===== src/rtl/core/mab_pkg.sv =====
// mab_pkg: shared types and constants for the mirrored ARGB8888-over-RGB565 blender.
// No dependencies; imported by every module under rtl/core.
package mab_pkg;

  localparam int CFG_IDX_W  = 3;
  localparam int CFG_DATA_W = 10;

  localparam logic [CFG_IDX_W-1:0] CFG_DEST_X        = 3'd0;
  localparam logic [CFG_IDX_W-1:0] CFG_DEST_Y        = 3'd1;
  localparam logic [CFG_IDX_W-1:0] CFG_SPRITE_WIDTH  = 3'd2;
  localparam logic [CFG_IDX_W-1:0] CFG_SPRITE_HEIGHT = 3'd3;
  localparam logic [CFG_IDX_W-1:0] CFG_SWAP_BYTES    = 3'd4;

  localparam int COORD_W = 10;
  localparam int ADDR_W  = 17;
  localparam int QUEUE_DEPTH = 2;

  localparam logic [7:0]  ALPHA_MAX = 8'd255;
  localparam logic [16:0] ROUND_ADD = 17'd127;

  typedef struct packed {
    logic               drop;
    logic               swap;
    logic [COORD_W-1:0] fx;
    logic [COORD_W-1:0] fy;
    logic [31:0]        src;
    logic [15:0]        dst;
  } qitem_t;

endpackage


===== src/rtl/core/mab_front.sv =====
// mab_front: configuration registers and item classification (mirror, clip, alpha 0).
// Depends on mab_pkg.
module mab_front import mab_pkg::*; #(
  parameter int FRAME_W = 320,
  parameter int FRAME_H = 240
) (
  input  logic                  clk,
  input  logic                  rst_n,
  input  logic                  cfg_valid,
  input  logic [CFG_IDX_W-1:0]  cfg_index,
  input  logic [CFG_DATA_W-1:0] cfg_data,
  input  logic [8:0]            src_col,
  input  logic [7:0]            src_row,
  input  logic [31:0]           src_pixel,
  input  logic [15:0]           dest_pixel,
  output qitem_t                item
);

  logic [9:0] dest_x_r;
  logic [8:0] dest_y_r;
  logic [8:0] sprite_width_r;
  logic [7:0] sprite_height_r;
  logic       swap_bytes_r;

  always_ff @(posedge clk) begin
    if (!rst_n) begin
      dest_x_r        <= '0;
      dest_y_r        <= '0;
      sprite_width_r  <= 9'd1;
      sprite_height_r <= 8'd1;
      swap_bytes_r    <= 1'b0;
    end else if (cfg_valid) begin
      unique case (cfg_index)
        CFG_DEST_X:        dest_x_r        <= cfg_data;
        CFG_DEST_Y:        dest_y_r        <= cfg_data[8:0];
        CFG_SPRITE_WIDTH:  sprite_width_r  <= cfg_data[8:0];
        CFG_SPRITE_HEIGHT: sprite_height_r <= cfg_data[7:0];
        CFG_SWAP_BYTES:    swap_bytes_r    <= cfg_data[0];
        default: ;
      endcase
    end
  end

  logic signed [11:0] fx;
  logic signed [11:0] fy;
  logic               outside;
  logic               reject;

  always_comb begin
    fx = {{2{dest_x_r[9]}}, dest_x_r} + {3'b0, sprite_width_r} - 12'd1 - {3'b0, src_col};
    fy = {{3{dest_y_r[8]}}, dest_y_r} + {4'b0, src_row};
    outside = (fx < 0) || (fx >= $signed(12'(FRAME_W)))
           || (fy < 0) || (fy >= $signed(12'(FRAME_H)));
    reject  = (src_pixel[31:24] == 8'd0) || (src_col >= sprite_width_r)
           || (src_row >= sprite_height_r);
    item.drop = reject || outside;
    item.swap = swap_bytes_r;
    item.fx   = fx[COORD_W-1:0];
    item.fy   = fy[COORD_W-1:0];
    item.src  = src_pixel;
    item.dst  = swap_bytes_r ? {dest_pixel[7:0], dest_pixel[15:8]} : dest_pixel;
  end

endmodule


===== src/rtl/core/mab_queue.sv =====
// mab_queue: short FIFO of classified beats between front and back.
// Depends on mab_pkg.
module mab_queue import mab_pkg::*; (
  input  logic   clk,
  input  logic   rst_n,
  input  logic   push,
  input  qitem_t push_item,
  input  logic   pop,
  output qitem_t pop_item,
  output logic   empty,
  output logic   full
);

  localparam int PTR_W = $clog2(QUEUE_DEPTH);

  qitem_t           mem [QUEUE_DEPTH];
  logic [PTR_W-1:0] wr_ptr_r;
  logic [PTR_W-1:0] rd_ptr_r;
  logic [PTR_W:0]   count_r;

  assign empty    = (count_r == '0);
  assign full     = (count_r == (PTR_W+1)'(QUEUE_DEPTH));
  assign pop_item = mem[rd_ptr_r];

  always_ff @(posedge clk) begin
    if (push) begin
      mem[wr_ptr_r] <= push_item;
    end
  end

  always_ff @(posedge clk) begin
    if (!rst_n) begin
      wr_ptr_r <= '0;
      rd_ptr_r <= '0;
      count_r  <= '0;
    end else begin
      if (push) wr_ptr_r <= wr_ptr_r + 1'b1;
      if (pop)  rd_ptr_r <= rd_ptr_r + 1'b1;
      count_r <= count_r + (PTR_W+1)'(push) - (PTR_W+1)'(pop);
    end
  end

endmodule


===== src/rtl/core/mab_back.sv =====
// mab_back: three-stage blend and address pipeline feeding the result register.
// Depends on mab_pkg.
module mab_back import mab_pkg::*; #(
  parameter int FRAME_W = 320
) (
  input  logic              clk,
  input  logic              rst_n,
  input  logic              in_valid,
  input  qitem_t            item,
  output logic              out_valid,
  output logic              out_write_enable,
  output logic [ADDR_W-1:0] out_dest_addr,
  output logic [15:0]       out_pixel_out
);

  localparam int PROD_W = COORD_W + $clog2(FRAME_W + 1) + 1;
  localparam int ROW_W  = (PROD_W > ADDR_W) ? PROD_W : ADDR_W;

  // stage 1: products and row offset
  logic               s1_valid_r;
  logic               s1_drop_r;
  logic               s1_swap_r;
  logic [COORD_W-1:0] s1_fx_r;
  logic [ROW_W-1:0]   s1_row_r;
  logic [2:0][15:0]   s1_ps_r;
  logic [2:0][15:0]   s1_pd_r;

  logic [7:0]       alpha;
  logic [7:0]       ialpha;
  logic [2:0][7:0]  s_ch;
  logic [2:0][7:0]  d_ch;

  always_comb begin
    alpha  = item.src[31:24];
    ialpha = ALPHA_MAX - alpha;
    s_ch[2] = item.src[23:16];
    s_ch[1] = item.src[15:8];
    s_ch[0] = item.src[7:0];
    d_ch[2] = {item.dst[15:11], 3'b0};
    d_ch[1] = {item.dst[10:5], 2'b0};
    d_ch[0] = {item.dst[4:0], 3'b0};
  end

  always_ff @(posedge clk) begin
    if (!rst_n) s1_valid_r <= 1'b0;
    else        s1_valid_r <= in_valid;
  end

  always_ff @(posedge clk) begin
    s1_drop_r <= item.drop;
    s1_swap_r <= item.swap;
    s1_fx_r   <= item.fx;
    s1_row_r  <= ROW_W'(item.fy) * ROW_W'(FRAME_W);
    for (int i = 0; i < 3; i++) begin
      s1_ps_r[i] <= 16'(s_ch[i]) * 16'(alpha);
      s1_pd_r[i] <= 16'(d_ch[i]) * 16'(ialpha);
    end
  end

  // stage 2: rounding divide by 255 and address add
  logic              s2_valid_r;
  logic              s2_drop_r;
  logic              s2_swap_r;
  logic [ADDR_W-1:0] s2_addr_r;
  logic [2:0][7:0]   s2_ch_r;

  logic [2:0][16:0] sum;
  logic [2:0][16:0] quo;
  logic [ROW_W-1:0] addr_full;

  always_comb begin
    for (int i = 0; i < 3; i++) begin
      sum[i] = 17'(s1_ps_r[i]) + 17'(s1_pd_r[i]) + ROUND_ADD;
      quo[i] = (sum[i] + (sum[i] >> 8) + 17'd1) >> 8;
    end
    addr_full = s1_row_r + ROW_W'(s1_fx_r);
  end

  always_ff @(posedge clk) begin
    if (!rst_n) s2_valid_r <= 1'b0;
    else        s2_valid_r <= s1_valid_r;
  end

  always_ff @(posedge clk) begin
    s2_drop_r <= s1_drop_r;
    s2_swap_r <= s1_swap_r;
    s2_addr_r <= addr_full[ADDR_W-1:0];
    for (int i = 0; i < 3; i++) begin
      s2_ch_r[i] <= quo[i][7:0];
    end
  end

  // stage 3: pack, swap, result register
  logic [15:0] packed_pix;
  logic [15:0] final_pix;

  always_comb begin
    packed_pix = {s2_ch_r[2][7:3], s2_ch_r[1][7:2], s2_ch_r[0][7:3]};
    final_pix  = s2_swap_r ? {packed_pix[7:0], packed_pix[15:8]} : packed_pix;
  end

  always_ff @(posedge clk) begin
    if (!rst_n) begin
      out_valid        <= 1'b0;
      out_write_enable <= 1'b0;
      out_dest_addr    <= '0;
      out_pixel_out    <= '0;
    end else begin
      out_valid        <= s2_valid_r;
      out_write_enable <= s2_valid_r && !s2_drop_r;
      out_dest_addr    <= (s2_valid_r && !s2_drop_r) ? s2_addr_r : '0;
      out_pixel_out    <= (s2_valid_r && !s2_drop_r) ? final_pix : '0;
    end
  end

`ifndef SYNTH
  a_s1_to_s2: assert property (@(posedge clk) disable iff (!rst_n)
    s1_valid_r |=> s2_valid_r) else $error("stage 2 lost a beat");
  a_s2_to_out: assert property (@(posedge clk) disable iff (!rst_n)
    s2_valid_r |=> out_valid) else $error("result register lost a beat");
  a_drop_zero: assert property (@(posedge clk) disable iff (!rst_n)
    out_valid && !out_write_enable |-> out_dest_addr == '0 && out_pixel_out == '0)
    else $error("dropped beat carries data");
  a_we_strobe: assert property (@(posedge clk) disable iff (!rst_n)
    !out_valid |-> !out_write_enable) else $error("write enable without strobe");
`endif

endmodule


===== src/rtl/core/mirrored_alpha_blend_rgb565.sv =====
// mirrored_alpha_blend_rgb565: top level of the mirrored sprite blender.
// Depends on mab_pkg, mab_front, mab_queue, mab_back.
//
// Usage:
//   Input: a beat is taken at a clock edge with start high and busy low. It carries
//   the sprite pixel's stored column and row, its ARGB8888 color and the frame pixel
//   currently at the mirrored target.
//   Config: cfg_valid/cfg_ready with cfg_index and cfg_data; cfg_ready is always high.
//   Index 0 dest_x, 1 dest_y, 2 sprite_width, 3 sprite_height, 4 swap_bytes; other
//   indexes are ignored. Write only while no beat is in flight.
//   Output: every input beat yields one result, shown for a single cycle with
//   out_valid high. Dropped pixels come out with out_write_enable, out_dest_addr and
//   out_pixel_out all zero.
//   Path: the accepting edge writes the queue, then the product stage, the divide
//   stage and the result register take the beat in that order.
//   Throughput: one beat per cycle; the back pipeline never stalls, so the two-entry
//   queue never fills and busy stays low in operation.
//   Reset (rst_n low, synchronous): pipeline emptied, registers return to dest 0,0,
//   size 1x1, no byte swap. The receiver cannot stall the result channel.
module mirrored_alpha_blend_rgb565 import mab_pkg::*; #(
  parameter int FRAME_W = 320,
  parameter int FRAME_H = 240
) (
  input  logic                  clk,
  input  logic                  rst_n,
  input  logic                  start,
  output logic                  busy,
  input  logic [8:0]            in_src_col,
  input  logic [7:0]            in_src_row,
  input  logic [31:0]           in_src_pixel,
  input  logic [15:0]           in_dest_pixel,
  input  logic                  cfg_valid,
  output logic                  cfg_ready,
  input  logic [CFG_IDX_W-1:0]  cfg_index,
  input  logic [CFG_DATA_W-1:0] cfg_data,
  output logic                  out_valid,
  output logic                  out_write_enable,
  output logic [ADDR_W-1:0]     out_dest_addr,
  output logic [15:0]           out_pixel_out
);

  qitem_t front_item;
  qitem_t back_item;
  logic   q_empty;
  logic   q_full;
  logic   accept;

  assign cfg_ready = 1'b1;
  assign busy      = q_full;
  assign accept    = start && !q_full;

  mab_front #(
    .FRAME_W (FRAME_W),
    .FRAME_H (FRAME_H)
  ) u_front (
    .clk        (clk),
    .rst_n      (rst_n),
    .cfg_valid  (cfg_valid),
    .cfg_index  (cfg_index),
    .cfg_data   (cfg_data),
    .src_col    (in_src_col),
    .src_row    (in_src_row),
    .src_pixel  (in_src_pixel),
    .dest_pixel (in_dest_pixel),
    .item       (front_item)
  );

  mab_queue u_queue (
    .clk       (clk),
    .rst_n     (rst_n),
    .push      (accept),
    .push_item (front_item),
    .pop       (!q_empty),
    .pop_item  (back_item),
    .empty     (q_empty),
    .full      (q_full)
  );

  mab_back #(
    .FRAME_W (FRAME_W)
  ) u_back (
    .clk              (clk),
    .rst_n            (rst_n),
    .in_valid         (!q_empty),
    .item             (back_item),
    .out_valid        (out_valid),
    .out_write_enable (out_write_enable),
    .out_dest_addr    (out_dest_addr),
    .out_pixel_out    (out_pixel_out)
  );

endmodule

===== config.mk =====
export PLATFORM = sky130hd
export DESIGN_NAME = mirrored_alpha_blend_rgb565
export DESIGN_NICKNAME = d
export VERILOG_FILES = /design/src/rtl/core/mab_pkg.sv /design/src/rtl/core/mab_front.sv /design/src/rtl/core/mab_queue.sv /design/src/rtl/core/mab_back.sv /design/src/rtl/core/mirrored_alpha_blend_rgb565.sv
export SDC_FILE = /design/constraint.sdc
export NUM_CORES = 1
export LEC_CHECK = 0
export BUFFER_PORTS_ARGS = -buffer_cell sky130_fd_sc_hd__buf_2
export CORE_ASPECT_RATIO = 1.1
export CORE_MARGIN = 1
export CORE_UTILIZATION = 25
export DETAILED_ROUTE_END_ITERATION = 10
export MAX_ROUTING_LAYER = met4
export PLACE_DENSITY = 0.36
export SLEW_MARGIN = 5
export SYNTH_ARGS = -nofsm -noshare
export SYNTH_HDL_FRONTEND = slang
export SYNTH_SLANG_ARGS = --single-unit

===== constraint.sdc =====
create_clock -name clk -period 13.3 [get_ports clk]
set_input_delay 3.325 -clock clk [delete_from_list [all_inputs] [get_ports clk]]
set_output_delay 3.325 -clock clk [all_outputs]
set_load 0.005 [all_outputs]

Word level (Yosys, flattened, before mapping)
Memory sizes are Yosys's and may differ from the RTL's. A register that Yosys moved wholly into a read port is not among the register bits. Cells that the tools add are included.

Register bits after elaboration: 232. Memory bits (writable): 140. Input bits: 82. Output and inout bits: 37. Logic and storage cells: 97. Memories kept: 1.

Memories: u_queue.mem (depth 2, bits a word 70, rd ports 1, clocked after memory_dff 1, wr ports 1, line mab_queue.sv:16) `qitem_t mem [QUEUE_DEPTH];`.

Add/subtract/negate cells: 22. Multipliers: 7. Order comparisons: 6. Equality and inequality tests: 5. Mux-type cells: 6. Reduce and logical (&&, ||, !) cells: 20.

Operator list (number): adder 16 x 16 -> 17 bit (3); adder 17 x 7 -> 17 bit (second input constant) (3); adder 16 x 1 -> 16 bit (second input constant) (3); adder 16 x 9 -> 16 bit (3); multiplier 8 x 8 -> 16 bit (3); 2-to-1 mux 16 bit (2); multiplier 5 x 8 -> 13 bit (2); adder 17 x 10 -> 17 bit (1); multiplier 6 x 8 -> 14 bit (1); greater-or-equal comparator 12 x 10 -> 1 bit (second input constant) (1); less-than comparator 12 x 1 -> 1 bit (second input constant) (1); AND reduction 2 bit (6); subtractor 12 x 1 -> 12 bit (second input constant) (1); subtractor 12 x 9 -> 12 bit (1); adder 10 x 10 -> 11 bit (1); multiplier 10 x 3 -> 11 bit (second input constant) (1); adder 9 x 9 -> 10 bit (1); greater-or-equal comparator 10 x 9 -> 1 bit (second input constant) (1); less-than comparator 10 x 1 -> 1 bit (second input constant) (1); greater-or-equal comparator 9 bit (1); greater-or-equal comparator 8 bit (1); zero test 8 bit (1); subtractor 8 bit (first input constant) (1); equality test 3 x 2 -> 1 bit (second input constant) (2); 12 further kinds (24).

Depth between registers and ports, before layout
Word-level depth: 8. Mapped depth: 22. Gate-level depth less buffers: 21.

Cells and area by module
Synthesis repeated with hierarchy kept, for this count alone.

Cells, all modules: 2685. Area total of the unflattened synthesis: 27607.7 um^2.

By module, submodules not included: mab_back (instances 1, cells an instance 2025, area each 18609.1 um^2, sequential area each 3663.5 um^2); mab_queue (instances 1, cells an instance 239, area each 5631.7 um^2, sequential area each 4304.1 um^2); mab_front (instances 1, cells an instance 417, area each 3338.2 um^2, sequential area each 740.7 um^2); mirrored_alpha_blend_rgb565 (instances 1, cells an instance 4, area each 28.8 um^2, sequential area each 0.0 um^2).

Worst setup path after synthesis
Ideal clock, no wire load.

Kind: input-to-reg. From: input start. To: memory u_queue.mem[0][0] in the netlist's numbering (enable). Setup time: 501 ps. Arrival time: 6346 ps. Required time: 12799 ps. Setup slack: 6454 ps. Stages on the path: 2. Path buffers: 0. Path through: nand2_1 -> nor2_1.

Cells in the longest elaborated chain, start to end: 3.

Ends and longest elaborated chain: from (decl) (line mirrored_alpha_blend_rgb565.sv:26) `input logic start,`; logical AND 1 bit (line mirrored_alpha_blend_rgb565.sv:50) `assign accept = start && !q_full;`; 2-to-1 mux 1 bit (line mab_queue.sv:26) `if (push) begin`; 2-to-1 mux 1 bit (implied by the code) (line mab_queue.sv:27) `mem[wr_ptr_r] <= push_item;`; to (decl) (line mab_queue.sv:16).

Every way passes these cells.

==> results.txt <==
Outcome -> finished clean
Worst Hold Depth -> 0
Crit start category -> flop
Most common cell after layout, fill and taps aside -> inv_1
Vias -> 17743
Post-synth EDFFs -> 140
Global-route wire length before repair -> 107 mm
CTS root buf -> clkbuf_16
Final worst-path cycle share -> 47.0%
Largest net degree at the start of global routing -> 71
Final hold violation count -> 0
DR DRC count -> 0
Max Fclk -> 160 MHz
Routability congestion estimate -> 0.801
Worst EP arrival -> 6740 ps
Unique masters post-synth -> 78
Area grow syn2layout -> 14.9%
Main synth FF type -> dfxtp_1
Iteration-0 DRC Markers -> 604
Later-pin clock latency in the skew report -> 600 ps
DP HPWL -> 53.4 mm
Initial core utilization -> 25.4%
Layout Nets -> 3298
First-pass DRT Iterations -> 5
Syn Inst Count -> 2572
Die Area -> 106000 um2
Finished Core Util -> 29.2%
Worst Clk Skew -> 25.7 ps
Synth Warn # -> 0
Antenna Violating Nets Remaining -> 0
Die W -> 310 um
Chip height -> 341 um
Maxcap violations -> 0
P_leak -> 13.7 nW
H-tree level count -> 2
Synth top area share -> 17.3%
Syn Area/Cell -> 10.2 um2
CP Capture Type -> flop
Pwr Density -> 242 nW/um2
Cts hold-fix bufs -> 0
CTS-repair resized insts -> 0
Register bit count reported by yosys -> 365
Minimum clock period -> 6260 ps
RSZ-0062 raised after global routing -> no
Reg2reg end -> u_back.s1_ps_r[31]
GRT Util Overall -> 13.5%
Inserted Clock Buffers -> 46
Vias in the first global route -> 18830
Core ar. -> 103000 um2
Worst Tran Pin Value -> 1070 ps
Net Count, Synth -> 3174
Hold worst-path end -> u_back.s2_addr_r[5]
IO Count -> 119
Setup_tns -> 0 ps
Vias per inst -> 4.31
Slew Limit Fails -> 0
Sequential cell area fraction in the yosys report -> 33.4%
Worst Path Max Fanout -> 51
Req. time, crit path -> 13790 ps
CTS max path bufs -> 3
Number of setup buffers added after CTS -> 0
R2r setup slk -> 7040 ps
Wire per inst -> 16.5 um
Largest cells by area after synthesis -> dfxtp_1, ha_1, edfxtp_1
Critical hold path startpoint -> u_back.s1_fx_r[5]
Hold WC Path Type -> flop to flop
CTS tree -> done
Share of layout cells above drive strength 1 -> 12.0%
Worst relative slew slack -> 26.6%
Clock sinks -> 365
Async SR Flop Fraction -> 0%
Initial antenna violation count -> 13
Final Setup Violations -> 0
IO Port Bufs -> 117
Worst reg2reg path depth -> 17
Worst vdd ir -> 114 uV
Final WL -> 68.0 mm
Setup CP Type -> flop to flop
Synthesized cell area -> 26100 um2
Rows -> 123
Area leader, netlist -> dfxtp_1
GRT overflow -> 0
Most frequent cells in the layout -> inv_1, ha_1, nand2_1
Clk slew on worst S/H paths -> 60 ps
layout make-up:
cell class | count | area [um2]
Clock buffer | 63 | 1340
Clock inverter | 22 | 238
Antenna cell | 12 | 30.0
Tap cell | 1375 | 1720
Inverter | 345 | 1290
Sequential cell | 365 | 8710
Multi-Input combinational cell | 1808 | 16000
Fill cell | 10871 | 72800
Timing Repair Buffer | 130 | 683
where the power goes:
group          internal (mW)  switching, mW  leakage (nW)  total [mW]
combinational           1.89           2.56          9.78        4.44
clock                  0.771          0.515         0.773        1.29
sequential              1.42          0.102          3.18        1.52
metal layers:
metal  track usage [%]  part of all wire, %  vias up
li1                  -                    -     8851
met1              16.1                   45     8546
met2              23.2                   49      267
met3              2.61                  4.3       79
met4              3.63                  2.4        0
met5                 -                    0        -
how the worst max path moves through the flow:
stage | cells after the start | start | to | slack, ps
after floorplan | 2 | start | u_queue.mem[0][0] | 6450
after global placement | 17 | flop | u_back.s1_ps_r[31] | 7120
after detailed placement | 17 | flop | u_back.s1_ps_r[31] | 6990
after CTS | 17 | flop | u_back.s1_ps_r[31] | 7010
after global routing | 17 | flop | u_back.s1_ps_r[47] | 6590
final | 17 | flop | u_back.s1_ps_r[31] | 7040
cell usage after synthesis, types with 17 or more instances:
library cell	n
ha_1	343
fa_1	177
xor2_1	40
a21o_1	42
nor2b_1	20
dfxtp_1	225
xnor2_1	103
nor2_1	225
o21ai_0	43
nor3_1	26
edfxtp_1	140
nand2_1	255
inv_1	345
a21boi_0	35
clkbuf_1	45
nand2b_1	25
o21a_1	22
a21oi_1	94
nand3_1	19
mux2i_1	57
mux2_2	75
o21bai_1	17
and2_1	44
worst max-delay path: stages, from the launching register on:
cell and delay, ps:
dfxtp_4 910, buf_4 720, mux2i_1 680, nor2_1 140
fa_1 470, fa_1 540, inv_1 50, fa_1 470
fa_1 540, inv_1 40, ha_1 320, o21ai_0 100
nand2b_1 110, a21o_1 210, a31o_2 260, a41oi_1 280
a21oi_1 120, xnor2_1 140
state kept, by name (all words and copies together), names as in the netlist, 2 cells and up, named ones only:
signal,count
u_back.s1_pd_r,40
u_back.out_pixel_out,16
u_back.out_dest_addr,17
u_front.sprite_height_r,8
u_queue.mem,140
u_back.s1_fx_r,10
u_back.s2_addr_r,17
u_back.s1_row_r,11
u_queue.count_r,2
u_back.packed_pix,16
u_front.sprite_width_r,9
u_front.dest_x_r,10
u_back.s1_ps_r,48
u_front.dest_y_r,9
through the flow:
step / power, mW / instances / hold slack [ps] / setup WS, ps / instance area (um2)
6_report: 7.25 / 4120 / 326 / 7040 / 30000
5_1_grt: 8.04 / 4120 / 333 / 6590 / 30000
4_1_cts: 7.43 / 4108 / 329 / 7010 / 30000
3_5_place_dp: 6.06 / 4023 / 315 / 6990 / 28400
3_3_place_gp: 6.03 / 4023 / 313 / 7120 / 28400
2_1_floorplan: 4.91 / 2572 / 310 / 6450 / 26100
logic make-up (layout without fill, tap and decap cells):
kind of cell	after synthesis	after routing	synth area share, %
compound gates	328	328	8.68
xor+xnor	145	145	4.95
fa+ha+maj	520	520	30.0
buf+inv	399	560	5.76
flops	365	365	33.4
mux	132	132	5.42
other cells	1	13	0.0144
simple gates	682	682	11.8
No activity file was read; power rests on OpenSTA's default activity.
